### config.mk
export PLATFORM = sky130hd
export DESIGN_NAME = srsm_cordic
export DESIGN_NICKNAME = d
export VERILOG_FILES = /design/src/rtl/srsm_pkg.sv /design/src/rtl/srsm_cordic.sv
export SDC_FILE = /design/constraint.sdc
export NUM_CORES = 2
export LEC_CHECK = 0
export BUFFER_PORTS_ARGS = -buffer_cell sky130_fd_sc_hd__buf_2
export CORE_MARGIN = 3
export CORE_UTILIZATION = 55
export DETAILED_ROUTE_END_ITERATION = 12
export GPL_ROUTABILITY_DRIVEN = 0
export GPL_TIMING_DRIVEN = 0
export PLACE_DENSITY = 0.78
export SLEW_MARGIN = 20
export SYNTH_ARGS = -nofsm -noshare
export SYNTH_HDL_FRONTEND = slang
export SYNTH_SLANG_ARGS = --single-unit
### constraint.sdc
create_clock -name aclk -period 10.5 [get_ports aclk]
set_clock_uncertainty 0.15 [all_clocks]
set_input_delay 1.05 -clock aclk [delete_from_list [all_inputs] [get_ports aclk]]
set_output_delay 1.05 -clock aclk [all_outputs]
set_load 0.01 [all_outputs]
### src/rtl/srsm_pkg.sv
// Shared types, widths and constants for the spiral rotate source mapper.
// No dependencies; imported by every module of the block.
`timescale 1ns / 1ps

package srsm_pkg;

    localparam int COORD_W    = 13;  // signed offset from the destination center
    localparam int SQ_IN_W    = 32;  // radius-squared in Q.8, square root operand
    localparam int RAD_W      = 16;  // Q12.4 radius
    localparam int ISQ_STEPS  = 16;  // one result bit per stage
    localparam int ANG_W      = 16;  // binary angle, full turn = 65536
    localparam int CS_W       = 18;  // CORDIC x/y datapath
    localparam int Z_W        = 18;  // CORDIC residual angle
    localparam int TRIG_W     = 16;  // clamped Q1.14 sine/cosine
    localparam int CORDIC_STEPS = 14;

    localparam logic signed [CS_W-1:0] CORDIC_START = 18'sd9949;
    localparam logic signed [CS_W-1:0] Q14_ONE      = 18'sd16384;
    localparam logic signed [Z_W-1:0]  QUARTER_TURN = 18'sd16384;
    localparam logic signed [Z_W-1:0]  HALF_TURN    = 18'sd32768;

    // configuration register indexes
    localparam logic [2:0] REG_SRC_WIDTH  = 3'd0;
    localparam logic [2:0] REG_SRC_HEIGHT = 3'd1;
    localparam logic [2:0] REG_DEST_SIZE  = 3'd2;
    localparam logic [2:0] REG_ROT_ANGLE  = 3'd3;
    localparam logic [2:0] REG_SPIRAL_GAIN = 3'd4;

    typedef struct packed {
        logic signed [COORD_W-1:0] tx;
        logic signed [COORD_W-1:0] ty;
    } coord_t;

    // arctangent of 2^-i in binary-angle units
    function automatic logic signed [Z_W-1:0] atan_val(input int i);
        logic signed [Z_W-1:0] v;
        case (i)
            0:       v = 18'sd8192;
            1:       v = 18'sd4836;
            2:       v = 18'sd2555;
            3:       v = 18'sd1297;
            4:       v = 18'sd651;
            5:       v = 18'sd326;
            6:       v = 18'sd163;
            7:       v = 18'sd81;
            8:       v = 18'sd41;
            9:       v = 18'sd20;
            10:      v = 18'sd10;
            11:      v = 18'sd5;
            12:      v = 18'sd3;
            13:      v = 18'sd1;
            default: v = 18'sd0;
        endcase
        return v;
    endfunction

endpackage

### src/rtl/srsm_cordic.sv
// Pipelined rotation-mode CORDIC: quadrant fold, 14 micro-rotations, sign fix and clamp.
// Depends on srsm_pkg; carries the pixel offset alongside the angle.
`timescale 1ns / 1ps

module srsm_cordic
    import srsm_pkg::*;
(
    input  logic                     aclk,
    input  logic                     aresetn,
    input  logic                     en,
    input  logic                     in_valid,
    input  logic [ANG_W-1:0]         in_angle,
    input  coord_t                   in_coord,
    output logic                     out_valid,
    output logic signed [TRIG_W-1:0] out_sin,
    output logic signed [TRIG_W-1:0] out_cos,
    output coord_t                   out_coord
);

    // index 0 is the folded angle, 1..CORDIC_STEPS the rotations
    logic signed [CS_W-1:0] x_reg   [CORDIC_STEPS+1];
    logic signed [CS_W-1:0] y_reg   [CORDIC_STEPS+1];
    logic signed [Z_W-1:0]  z_reg   [CORDIC_STEPS+1];
    logic                   neg_reg [CORDIC_STEPS+1];
    coord_t                 c_reg   [CORDIC_STEPS+1];
    logic                   vld_reg [CORDIC_STEPS+1];

    logic signed [Z_W-1:0] z_raw, z_next;
    logic                  neg_next;

    always_comb begin
        z_raw    = Z_W'($signed(in_angle));
        z_next   = z_raw;
        neg_next = 1'b0;
        if (z_raw > QUARTER_TURN) begin
            z_next   = z_raw - HALF_TURN;
            neg_next = 1'b1;
        end else if (z_raw < -QUARTER_TURN) begin
            z_next   = z_raw + HALF_TURN;
            neg_next = 1'b1;
        end
    end

    always_ff @(posedge aclk) begin
        if (!aresetn) begin
            vld_reg[0] <= 1'b0;
        end else if (en) begin
            vld_reg[0] <= in_valid;
        end
        if (en) begin
            x_reg[0]   <= CORDIC_START;
            y_reg[0]   <= '0;
            z_reg[0]   <= z_next;
            neg_reg[0] <= neg_next;
            c_reg[0]   <= in_coord;
        end
    end

    for (genvar i = 0; i < CORDIC_STEPS; i++) begin : g_rot
        localparam logic signed [Z_W-1:0] ATAN_I = atan_val(i);
        logic signed [CS_W-1:0] x_next, y_next;
        logic signed [Z_W-1:0]  zr_next;

        always_comb begin
            if (!z_reg[i][Z_W-1]) begin
                x_next  = x_reg[i] - (y_reg[i] >>> i);
                y_next  = y_reg[i] + (x_reg[i] >>> i);
                zr_next = z_reg[i] - ATAN_I;
            end else begin
                x_next  = x_reg[i] + (y_reg[i] >>> i);
                y_next  = y_reg[i] - (x_reg[i] >>> i);
                zr_next = z_reg[i] + ATAN_I;
            end
        end

        always_ff @(posedge aclk) begin
            if (!aresetn) begin
                vld_reg[i+1] <= 1'b0;
            end else if (en) begin
                vld_reg[i+1] <= vld_reg[i];
            end
            if (en) begin
                x_reg[i+1]   <= x_next;
                y_reg[i+1]   <= y_next;
                z_reg[i+1]   <= zr_next;
                neg_reg[i+1] <= neg_reg[i];
                c_reg[i+1]   <= c_reg[i];
            end
        end
    end

    logic signed [CS_W-1:0]   xs, ys;
    logic signed [TRIG_W-1:0] cos_next, sin_next;
    logic                     vld_out_reg;
    logic signed [TRIG_W-1:0] cos_reg, sin_reg;
    coord_t                   c_out_reg;

    always_comb begin
        xs = neg_reg[CORDIC_STEPS] ? -x_reg[CORDIC_STEPS] : x_reg[CORDIC_STEPS];
        ys = neg_reg[CORDIC_STEPS] ? -y_reg[CORDIC_STEPS] : y_reg[CORDIC_STEPS];
        if (xs > Q14_ONE)       cos_next = TRIG_W'(Q14_ONE);
        else if (xs < -Q14_ONE) cos_next = TRIG_W'(-Q14_ONE);
        else                    cos_next = TRIG_W'(xs);
        if (ys > Q14_ONE)       sin_next = TRIG_W'(Q14_ONE);
        else if (ys < -Q14_ONE) sin_next = TRIG_W'(-Q14_ONE);
        else                    sin_next = TRIG_W'(ys);
    end

    always_ff @(posedge aclk) begin
        if (!aresetn) begin
            vld_out_reg <= 1'b0;
        end else if (en) begin
            vld_out_reg <= vld_reg[CORDIC_STEPS];
        end
        if (en) begin
            cos_reg   <= cos_next;
            sin_reg   <= sin_next;
            c_out_reg <= c_reg[CORDIC_STEPS];
        end
    end

    assign out_valid = vld_out_reg;
    assign out_sin   = sin_reg;
    assign out_cos   = cos_reg;
    assign out_coord = c_out_reg;

endmodule

==> impl_results.md <==
* Result of the run: completed
* Area overhead of the layout relative to synthesis at 10.3%
* CP Max Fanout at 10
* Post-synthesis register bit count at 1179
* Distinct cells, synth at between 90 and 100
* Cts repair resizes at 0
* Initial core utilization at roughly 56%
* Number of diodes at 0
* Remaining number of nets flagged by the antenna check after routing at 0
* Wire length of the first global-routing pass at 218 mm
* Crit Reg-Reg Startpoint: z_reg[2][17]$_DFFE_PP_
* Synth Flop Type: edfxtp_1
* Max-slew headroom at the worst pin at between 20% and 30%
* Hold slack final at 263 ps
* Worst Path Class, Setup: reg -> reg
* Final-report setup violation count at 0
* Clk slew on worst S/H paths at ~60 ps
* 1st-iter DRT viols at slightly below 3000
* Synth Instances at about 5900
* Boundary pin count at approximately 110
* Unrepaired setup endpoints after global routing: false
* Fin. Hold Viols at 0
* Largest delay share family, worst path: compound AO/OA/AOI/OAI gates
* CTS HTree Levels at 4
* Longest individual stage delay on the worst path at 620 ps
* Arrival @ worst endpoint at approximately 5000 ps
* Post-route cell area at 0.0765 mm2
* PortBufs at between 100 and 150
* Number of violations of the max-capacitance limit at 0
* Die span in x at between 300 and 400 um
* Post-route DRC at 0
* Insertion delay to the later sink of the worst-skew pair at 770 ps
* R2R Setup Slk at 5800 ps
* Number of buffers and inverters on the critical path at 2
* Cell types with the largest area share after synthesis: edfxtp_1 (51%), ha_1 (12%), xnor2_1 (6.3%)
* Placed wire-length estimate after detailed placement at between 90 and 100 mm
* Vias in the first global route at 45700
* Hold Path Cell Cnt at 0
* Cell-by-cell trace of the critical path: clkbuf_1 -> buf_1 -> mux2i_1 -> ha_1 -> nor2b_1 -> o31ai_1 -> a311oi_1 -> o31ai_1 -> a31oi_1 -> and4_1 -> a2111oi_0
* Dominant cell type by count on the critical path: o31ai_1
* Chip Height at between 300 and 400 um
* WL final at 131 mm
* Portion of the post-synthesis area used by sequential elements at approximately half
* Number of cells after detailed placement at roughly 7700
* Site row count at ~130
* Top cell type's share of synthesized area at between 50% and 60%
* Final setup TNS at 0 ps
* Clock buffer depth at 3
* Via count at around 46000
* Reg2Reg Capture Point: y_reg[5][17]$_DFFE_PP_
* Final instance count without filler cells at 7899
* Post-DP Area at just over 0.07 mm2
* EDFF count, synth at between 1000 and 1500
* Final critical-path share of the clock period at between 40% and 50%
* FF-to-FF path depth at 11
* Fraction of synthesis flops using an asynchronous set or reset pin at 0%
* Syn_area_per_cell at 11.7 um2
* Warnings, synthesis at 0
* Type of element capturing the critical path: flip-flop
* Core box area at 0.124 mm2
* Fraction of layout cells with a size suffix above 1 at between 6 and 7%
* First-pass detailed-route iteration total at 6
* Number of buffers added by the clock tree synthesis step at 133
* Net count reported at finish at between 6000 and 7000
* CP max stage cell: edfxtp_1
* Avg Vias per Cell at roughly 5.8
* Startpoint kind of the worst setup timing path: flip-flop
* Count of clock tree sinks at between 1000 and 1500
* Largest net degree at the start of global routing at 150
* Number of max-slew violations in the final report at 0
* Count of hold buffers inserted by post-cts repair at 0
* Post-Syn Area at between 0.06 and 0.07 mm2
* Hold WC Path Type: reg -> reg
* Levels on crit path at 11
* TritonCTS clock tree: done
* Count of buffers added by post-CTS timing repair for setup at 0
* Worst slew pin tran at between 1000 and 1500 ps
* Total GRT Usage at 20.0%
* Sum of overflow across all layers after global routing at 0
* Setup crit start: z_reg[2][17]$_DFFE_PP_
* Initial antenna violation count at 0
* Die area at about 0.13 mm2
* Max reg flops at 390
* Master cell of the clock root buffer: clkbuf_16
* Maximum frequency from static timing analysis at roughly 210 MHz
* Time the worst path needs with I/O delays and setup at approximately 4700 ps
* Average routed wire per standard cell at 16.6 um
* CP required at between 10000 and 15000 ps
* Cell accounting for the most synthesized area: edfxtp_1
* Endpoint of the most critical setup path: y_reg[5][17]$_DFFE_PP_
cells by family after synthesis:
group | share of synthesized area (%)
AOI/OAI and AO/OA | 14.4
xor gates and xnor gates | 9.18
adders and majority gates | 13.0
buffers and inverters | 2.17
DFF | 51.0
muxes | 1.06
other | 0.0108
and+or+nand+nor | 9.15
synth_stat cells (55+ instances only):
library cell	number
a211oi_1	55
a21o_1	193
a21oi_1	514
edfxtp_1	1177
ha_1	659
inv_1	329
nand2_1	250
nand2b_1	58
nand3_1	58
nor2_1	449
nor2b_1	60
nor3_1	139
o21a_1	90
o21ai_0	272
o21bai_1	78
xnor2_1	501
xor2_1	221
stage by stage:
| step | worst slack (ps) | util [%] |
|---|---|---|
| after CTS | 5820 | 61.5 |
| after global routing | 5430 | 61.5 |
| final | 5800 | 61.5 |
| after global placement | -9530 | 57.8 |
| after floorplan | 6870 | - |
| after detailed placement | 5830 | 58.0 |
cells in the final DEF, fill, tap and decap left out, types with 22 or more instances in the layout:
master	count
edfxtp_1	1177
ha_1	659
a21oi_1	514
xnor2_1	501
nor2_1	449
inv_1	329
o21ai_0	272
nand2_1	250
xor2_1	221
a21o_1	193
nor3_1	139
clkbuf_16	134
buf_2	103
o21a_1	90
o21bai_1	78
clkbuf_1	73
nor2b_1	60
nand2b_1	58
nand3_1	58
a211oi_1	55
and3_1	53
mux2i_1	49
o31ai_1	44
fa_1	39
a31oi_1	37
nor4_1	36
o211ai_1	34
or3_1	31
nand4_1	28
clkinv_1	27
a211o_1	26
a221oi_1	24
mux2_2	22
and4_1	22
worst min-delay path by stage:
stage | slack, ps | endpoint | startpoint
after floorplan | 250 | c_reg[10][0]$_DFFE_PP_ | c_reg[9][0]$_DFFE_PP_
after global placement | 250 | c_reg[12][6]$_DFFE_PP_ | c_reg[11][6]$_DFFE_PP_
after detailed placement | 250 | c_reg[10][15]$_DFFE_PP_ | c_reg[9][15]$_DFFE_PP_
after CTS | 230 | c_reg[0][16]$_DFFE_PP_ | in_coord[16]
after global routing | 250 | c_reg[0][12]$_DFFE_PP_ | in_coord[12]
final | 260 | c_reg[13][18]$_DFFE_PP_ | c_reg[12][18]$_DFFE_PP_
layer usage:
metal / routed length (um) / up-vias / GRT usage, %
met5: 0 / - / 0
met4: 4650 / 0 / 8.24
met3: 5780 / 304 / 3.13
met2: 66000 / 1003 / 36.0
met1: 55000 / 21900 / 24.0
li1: - / 22700 / -
final cells by class:
cell class	count	area (um2)
fill	9556	47900
sequential	1179	35400
multi-input combinational	4346	32500
clock buffer	158	3440
tap	1637	2050
inverter	331	1240
clock inverter	73	905
timing repair buffer	112	756
buffer	63	264
Power is left out: the tool's default activity adds up to more than one toggle a clock period on the data nets, which glitch-free logic cannot reach.
