File: config.mk
export PLATFORM = sky130hd
export DESIGN_NAME = srsm_isqrt
export DESIGN_NICKNAME = d
export VERILOG_FILES = /design/src/rtl/srsm_pkg.sv /design/src/rtl/srsm_isqrt.sv
export SDC_FILE = /design/constraint.sdc
export NUM_CORES = 1
export LEC_CHECK = 0
export ABC_AREA = 1
export BUFFER_PORTS_ARGS = -buffer_cell sky130_fd_sc_hd__buf_2
export CAP_MARGIN = 25
export CORE_MARGIN = 2
export CORE_UTILIZATION = 60
export DETAILED_ROUTE_END_ITERATION = 12
export HOLD_SLACK_MARGIN = 0.06
export PLACE_DENSITY_LB_ADDON = 0.08
export SLEW_MARGIN = 20
export SYNTH_ARGS = -nofsm -noshare
export SYNTH_HDL_FRONTEND = slang
export SYNTH_SLANG_ARGS = --single-unit
File: constraint.sdc
create_clock -name aclk -period 4.9 [get_ports aclk]
set_input_delay 0.98 -clock aclk [delete_from_list [all_inputs] [get_ports aclk]]
set_output_delay 0.98 -clock aclk [all_outputs]
set_load 0.03 [all_outputs]
File: src/rtl/srsm_pkg.sv
// Shared types, widths and constants for the spiral rotate source mapper.
// No dependencies; imported by every module of the block.
`timescale 1ns / 1ps

package srsm_pkg;

    localparam int COORD_W    = 13;  // signed offset from the destination center
    localparam int SQ_IN_W    = 32;  // radius-squared in Q.8, square root operand
    localparam int RAD_W      = 16;  // Q12.4 radius
    localparam int ISQ_STEPS  = 16;  // one result bit per stage
    localparam int ANG_W      = 16;  // binary angle, full turn = 65536
    localparam int CS_W       = 18;  // CORDIC x/y datapath
    localparam int Z_W        = 18;  // CORDIC residual angle
    localparam int TRIG_W     = 16;  // clamped Q1.14 sine/cosine
    localparam int CORDIC_STEPS = 14;

    localparam logic signed [CS_W-1:0] CORDIC_START = 18'sd9949;
    localparam logic signed [CS_W-1:0] Q14_ONE      = 18'sd16384;
    localparam logic signed [Z_W-1:0]  QUARTER_TURN = 18'sd16384;
    localparam logic signed [Z_W-1:0]  HALF_TURN    = 18'sd32768;

    // configuration register indexes
    localparam logic [2:0] REG_SRC_WIDTH  = 3'd0;
    localparam logic [2:0] REG_SRC_HEIGHT = 3'd1;
    localparam logic [2:0] REG_DEST_SIZE  = 3'd2;
    localparam logic [2:0] REG_ROT_ANGLE  = 3'd3;
    localparam logic [2:0] REG_SPIRAL_GAIN = 3'd4;

    typedef struct packed {
        logic signed [COORD_W-1:0] tx;
        logic signed [COORD_W-1:0] ty;
    } coord_t;

    // arctangent of 2^-i in binary-angle units
    function automatic logic signed [Z_W-1:0] atan_val(input int i);
        logic signed [Z_W-1:0] v;
        case (i)
            0:       v = 18'sd8192;
            1:       v = 18'sd4836;
            2:       v = 18'sd2555;
            3:       v = 18'sd1297;
            4:       v = 18'sd651;
            5:       v = 18'sd326;
            6:       v = 18'sd163;
            7:       v = 18'sd81;
            8:       v = 18'sd41;
            9:       v = 18'sd20;
            10:      v = 18'sd10;
            11:      v = 18'sd5;
            12:      v = 18'sd3;
            13:      v = 18'sd1;
            default: v = 18'sd0;
        endcase
        return v;
    endfunction

endpackage

File: src/rtl/srsm_isqrt.sv
// Pipelined restoring integer square root, one result bit per stage.
// Depends on srsm_pkg; carries the pixel offset alongside the operand.
`timescale 1ns / 1ps

module srsm_isqrt
    import srsm_pkg::*;
(
    input  logic               aclk,
    input  logic               aresetn,
    input  logic               en,
    input  logic               in_valid,
    input  logic [SQ_IN_W-1:0] in_val,
    input  coord_t             in_coord,
    output logic               out_valid,
    output logic [RAD_W-1:0]   out_radius,
    output coord_t             out_coord
);

    logic [SQ_IN_W-1:0] v_reg   [ISQ_STEPS];
    logic [SQ_IN_W-1:0] res_reg [ISQ_STEPS];
    coord_t             c_reg   [ISQ_STEPS];
    logic               vld_reg [ISQ_STEPS];

    for (genvar k = 0; k < ISQ_STEPS; k++) begin : g_step
        localparam logic [SQ_IN_W-1:0] BIT_VAL = SQ_IN_W'(1) << (30 - 2 * k);
        logic [SQ_IN_W-1:0] v_in, r_in, trial, v_next, r_next;
        coord_t             c_in;
        logic               vl_in;

        if (k == 0) begin : g_first
            assign v_in  = in_val;
            assign r_in  = '0;
            assign c_in  = in_coord;
            assign vl_in = in_valid;
        end else begin : g_rest
            assign v_in  = v_reg[k-1];
            assign r_in  = res_reg[k-1];
            assign c_in  = c_reg[k-1];
            assign vl_in = vld_reg[k-1];
        end

        always_comb begin
            trial = r_in + BIT_VAL;
            if (v_in >= trial) begin
                v_next = v_in - trial;
                r_next = (r_in >> 1) + BIT_VAL;
            end else begin
                v_next = v_in;
                r_next = r_in >> 1;
            end
        end

        always_ff @(posedge aclk) begin
            if (!aresetn) begin
                vld_reg[k] <= 1'b0;
            end else if (en) begin
                vld_reg[k] <= vl_in;
            end
            if (en) begin
                v_reg[k]   <= v_next;
                res_reg[k] <= r_next;
                c_reg[k]   <= c_in;
            end
        end
    end

    assign out_valid  = vld_reg[ISQ_STEPS-1];
    assign out_radius = res_reg[ISQ_STEPS-1][RAD_W-1:0];
    assign out_coord  = c_reg[ISQ_STEPS-1];

endmodule

==> impl_metrics.xml <==
<?xml version="1.0" encoding="UTF-8"?>
<metrics>
  <group name="drt">
    <metric name="finalWirelength" unit="um">89100</metric>
    <metric name="dr_total_vias" unit="">28400</metric>
    <metric name="post-route-drc-count" unit="">0</metric>
    <metric name="routedWlPerCell" unit="um">16.3</metric>
    <metric name="routedLengthMet1" unit="um">38700</metric>
    <metric name="drt_first_pass_iters" unit="">5</metric>
    <metric name="routed-wl-met3" unit="um">3470</metric>
    <metric name="vias_per_cell" unit="">5.20</metric>
    <metric name="met2RoutedLength" unit="um">43900</metric>
    <metric name="top_layer_used" unit="">met4</metric>
    <metric name="ant_nets" unit="">0</metric>
    <metric name="drt-initial-drc-count" unit="">1914</metric>
  </group>
  <group name="global_routing">
    <metric name="first_global_vias" unit="">28000</metric>
    <metric name="grt_start_max_net_pins" unit="">102</metric>
    <metric name="grt_first_pass_wirelength" unit="um">145000</metric>
    <metric name="globalRouteTotalUtil" unit="">0.227</metric>
    <metric name="grt_antenna_before_repair" unit="">0</metric>
    <metric name="grt_remaining_overflow" unit="">0</metric>
  </group>
  <group name="placed_design">
    <metric name="detailed_place.area" unit="um^2">48700</metric>
    <metric name="routabilityCongestion" unit="">0.960</metric>
    <metric name="detailed_placement_hpwl" unit="um">64300</metric>
    <metric name="port_buffers" unit="">104</metric>
    <metric name="place_inst" unit="">5261</metric>
    <metric name="pre_cts_ws" unit="ns">2.04</metric>
  </group>
  <group name="cts">
    <metric name="htree_levels" unit="">3</metric>
    <metric name="clk-insertion-delay-late" unit="ns">0.71</metric>
    <metric name="clock-sinks" unit="">1048</metric>
    <metric name="postCtsResizedCells" unit="">0</metric>
    <metric name="cts-root-to-sink-buffers" unit="">3</metric>
    <metric name="postCtsSetupRepairBufs" unit="">0</metric>
    <metric name="tritoncts" unit="">yes</metric>
    <metric name="clock-root-buffer" unit="">sky130_fd_sc_hd__clkbuf_16</metric>
    <metric name="numCtsBuffers" unit="">104</metric>
    <metric name="number_of_buffers_added_to_fix_hold_violations_after_cts" unit="">0</metric>
    <metric name="clk_transition_reported_paths" unit="ns">0.06</metric>
  </group>
  <group name="logic_synthesis">
    <metric name="main_combinational_cell_family_by_area_after_synthesis" unit="">simple AND/OR/NAND/NOR gates</metric>
    <metric name="asyncSetResetFlopFracSynth" unit="">0</metric>
    <metric name="yosys.cell_count.top_type" unit="">sky130_fd_sc_hd__edfxtp_1</metric>
    <metric name="synth_adder_area_share" unit="">0.0399</metric>
    <metric name="yosys-top-cells-area" unit="">sky130_fd_sc_hd__edfxtp_1 67%, sky130_fd_sc_hd__nand2_1 8.3%, sky130_fd_sc_hd__inv_1 4.7%, sky130_fd_sc_hd__ha_1 4.0%, sky130_fd_sc_hd__nor2_1 3.1%</metric>
    <metric name="synth_compound_area_frac" unit="">0.0430</metric>
    <metric name="synthesis.yosys.warnings" unit="">0</metric>
    <metric name="synth.cell_area" unit="um^2">47000</metric>
    <metric name="yosysTopAreaCell" unit="">sky130_fd_sc_hd__edfxtp_1</metric>
    <metric name="synth-simple-area-share" unit="">0.170</metric>
    <metric name="avgSynthCellArea" unit="um^2">11.3</metric>
    <metric name="synth_xor_area_frac" unit="">0.0199</metric>
    <metric name="synthFlopType" unit="">sky130_fd_sc_hd__edfxtp_1</metric>
    <metric name="synth_mux_area_frac" unit="">0</metric>
    <metric name="synth_enable_flop_cells" unit="">1047</metric>
    <metric name="yosys_register_bits" unit="">1048</metric>
    <metric name="syn_inst" unit="">4143</metric>
    <metric name="ys_types" unit="">46</metric>
    <metric name="synth_sequential_area_ratio" unit="">0.670</metric>
    <metric name="synthDominantCellAreaShare" unit="">0.669</metric>
    <metric name="synth_nets" unit="">4355</metric>
    <metric name="synthTopCellsByCount" unit="">1047 x sky130_fd_sc_hd__edfxtp_1, 1039 x sky130_fd_sc_hd__nand2_1, 582 x sky130_fd_sc_hd__inv_1</metric>
  </group>
  <group name="worst_hold_path">
    <metric name="hold-path-cell-count" unit="">0</metric>
    <metric name="holdPathEnd" unit="">c_reg[0][41]$_DFFE_PP_</metric>
    <metric name="timing.hold.worst.start" unit="">c_reg[0][15]$_DFFE_PP_</metric>
    <metric name="hold_path.class" unit="">reg -&gt; reg</metric>
  </group>
  <group name="finish">
    <metric name="antennaDiodeCount" unit="">0</metric>
    <metric name="layout.nets" unit="">4540</metric>
    <metric name="largest_register_ffs" unit="">480</metric>
    <metric name="flow.area_growth_from_synthesis" unit="%">11.5</metric>
    <metric name="share_of_post_route_cells_with_drive_strength_above_1" unit="">0.104</metric>
    <metric name="finalCoreUtilization" unit="">0.676</metric>
    <metric name="final_cells" unit="">5457</metric>
    <metric name="postLayoutCellArea" unit="um^2">52400</metric>
  </group>
  <group name="floorplan">
    <metric name="core.rowCount" unit="">102</metric>
    <metric name="die_x" unit="um">284</metric>
    <metric name="initial_core_util" unit="">0.606</metric>
    <metric name="count_of_boundary_i_o_pins" unit="">105</metric>
    <metric name="core_area" unit="um^2">77500</metric>
    <metric name="die_area" unit="um^2">80600</metric>
    <metric name="fp.dieH" unit="um">284</metric>
  </group>
  <group name="timing">
    <metric name="max_clock_freq" unit="MHz">370</metric>
    <metric name="timing.slew.headroom" unit="">0.345</metric>
    <metric name="hold_viol_final" unit="">0</metric>
    <metric name="setup_viol" unit="">0</metric>
    <metric name="period_minus_slack" unit="ns">2.70</metric>
    <metric name="worst_clock_skew" unit="ns">0.0543</metric>
    <metric name="final_min_period_over_clock_period" unit="">0.552</metric>
    <metric name="setup-tns-final" unit="ns">0</metric>
    <metric name="grt_setup_unrepaired" unit="">no</metric>
    <metric name="worst_pin_slew" unit="ns">0.983</metric>
    <metric name="setup_ws" unit="ns">2.20</metric>
    <metric name="finalMaxSlewViolations" unit="">0</metric>
  </group>
  <group name="critical_path">
    <metric name="crit-reg2reg-launch" unit="">v_reg[1][145]$_DFFE_PP_</metric>
    <metric name="worst_ep_required_time" unit="ns">5.32</metric>
    <metric name="worstPathArrival" unit="ns">3.12</metric>
    <metric name="r2r_slack" unit="ns">2.20</metric>
    <metric name="worst-setup-path-type" unit="">reg -&gt; reg</metric>
    <metric name="worstPathMaxFanout" unit="">37</metric>
    <metric name="worst_setup_path_end_kind" unit="">flip-flop</metric>
    <metric name="r2r_end" unit="">v_reg[1][177]$_DFFE_PP_</metric>
    <metric name="r2r_cells" unit="">9</metric>
    <metric name="timing.critical_path.from_type" unit="">flip-flop</metric>
  </group>
  <group name="pwr">
    <metric name="power.static_leakage" unit="uW">0.0213</metric>
    <metric name="power_per_standard_cell_area" unit="nW/um^2">442</metric>
    <metric name="peakVddDrop" unit="mV">0.394</metric>
  </group>
  <group name="run_status">
    <metric name="run_status" unit="">finished, final reports clean</metric>
  </group>
  <group name="run">
    <metric name="maxCapViolations" unit="">0</metric>
  </group>
</metrics>
[power by group]
| part | total, uW | switching [uW] | internal (uW) |
|---|---|---|---|
| registers | 11400 | 498 | 10900 |
| logic | 3400 | 2230 | 1180 |
| clock network | 8340 | 3400 | 4940 |
| total | 23200 | 6120 | 17000 |
[how the worst max path moves through the flow]
stage / from / end / slack, ns / depth (start not counted)
after floorplan: v_reg[1][75]$_DFFE_PP_ / v_reg[1][117]$_DFFE_PP_ / 2.97 / 10
after global placement: v_reg[1][166]$_DFFE_PP_ / v_reg[1][200]$_DFFE_PP_ / 2.08 / 9
after detailed placement: v_reg[1][167]$_DFFE_PP_ / v_reg[1][200]$_DFFE_PP_ / 2.04 / 9
after CTS: v_reg[1][166]$_DFFE_PP_ / v_reg[1][200]$_DFFE_PP_ / 1.98 / 9
after global routing: v_reg[1][145]$_DFFE_PP_ / v_reg[1][177]$_DFFE_PP_ / 1.98 / 9
final: v_reg[1][145]$_DFFE_PP_ / v_reg[1][177]$_DFFE_PP_ / 2.20 / 9
[final cells by class]
type	instances	area, um^2
fill	5824	25100
multi-input combinational	2448	12800
tap	1040	1300
sequential	1048	31500
timing repair buffer	129	831
clock inverter	82	1050
clock buffer	113	2640
inverter	597	2250
[through the flow]
step | total power [uW] | hold slack, ns
6_report | 23200 | 0.385
4_1_cts | 23400 | 0.382
3_3_place_gp | 14900 | 0.400
2_1_floorplan | 13900 | 0.400
5_1_grt | 24300 | 0.391
3_5_place_dp | 15000 | 0.405
[cells in the final DEF, fill, tap and decap left out, types with 7 or more instances in the layout]
cell,count
sky130_fd_sc_hd__edfxtp_1,1047
sky130_fd_sc_hd__nand2_1,1039
sky130_fd_sc_hd__inv_1,582
sky130_fd_sc_hd__nor2_1,384
sky130_fd_sc_hd__nand3_1,195
sky130_fd_sc_hd__ha_1,150
sky130_fd_sc_hd__clkbuf_16,104
sky130_fd_sc_hd__buf_2,103
sky130_fd_sc_hd__a21oi_1,99
sky130_fd_sc_hd__nand4_1,68
sky130_fd_sc_hd__o21ai_0,66
sky130_fd_sc_hd__xnor2_1,60
sky130_fd_sc_hd__a21oi_2,50
sky130_fd_sc_hd__xor2_1,47
sky130_fd_sc_hd__nor3_1,44
sky130_fd_sc_hd__o21ai_1,44
sky130_fd_sc_hd__o21ai_2,38
sky130_fd_sc_hd__nand3b_1,37
sky130_fd_sc_hd__nor4_1,24
sky130_fd_sc_hd__clkinv_1,24
sky130_fd_sc_hd__clkinv_2,22
sky130_fd_sc_hd__bufinv_16,19
sky130_fd_sc_hd__nand2_2,18
sky130_fd_sc_hd__buf_4,16
sky130_fd_sc_hd__nor2_2,14
sky130_fd_sc_hd__inv_2,13
sky130_fd_sc_hd__nor2_4,11
sky130_fd_sc_hd__or2_2,11
sky130_fd_sc_hd__clkbuf_1,9
sky130_fd_sc_hd__buf_12,9
sky130_fd_sc_hd__a21boi_0,7
sky130_fd_sc_hd__a21o_1,7
[kinds of logic (layout without fill, tap and decap cells)]
| group | after synthesis | after routing |
|---|---|---|
| xor gates and xnor gates | 107 | 107 |
| AOI/OAI and AO/OA | 323 | 323 |
| and+or+nand+nor | 1868 | 1868 |
| adders and majority gates | 150 | 150 |
| buffers and inverters | 647 | 921 |
| DFF | 1048 | 1048 |
[routing by layer]
| layer | vias to the layer above | GRT usage |
|---|---|---|
| met1 | 13200 | 0.294 |
| li1 | 14300 | - |
| met3 | 185 | 0.0281 |
| met2 | 594 | 0.391 |
| met5 | - | 0 |
| met4 | 0 | 0.0880 |
[critical path, cell delays in order (launching register included)]
cell and delay [ns]:
sky130_fd_sc_hd__edfxtp_1 0.40, sky130_fd_sc_hd__ha_1 0.38, sky130_fd_sc_hd__a21oi_1 0.22, sky130_fd_sc_hd__o21ai_0 0.15, sky130_fd_sc_hd__a21oi_1 0.17, sky130_fd_sc_hd__nand2_2 0.12, sky130_fd_sc_hd__nor2_8 0.53, sky130_fd_sc_hd__inv_1 0.30
sky130_fd_sc_hd__nand2_1 0.13, sky130_fd_sc_hd__nand2_1 0.05
Note: power is estimated with default switching activity, not from simulation.
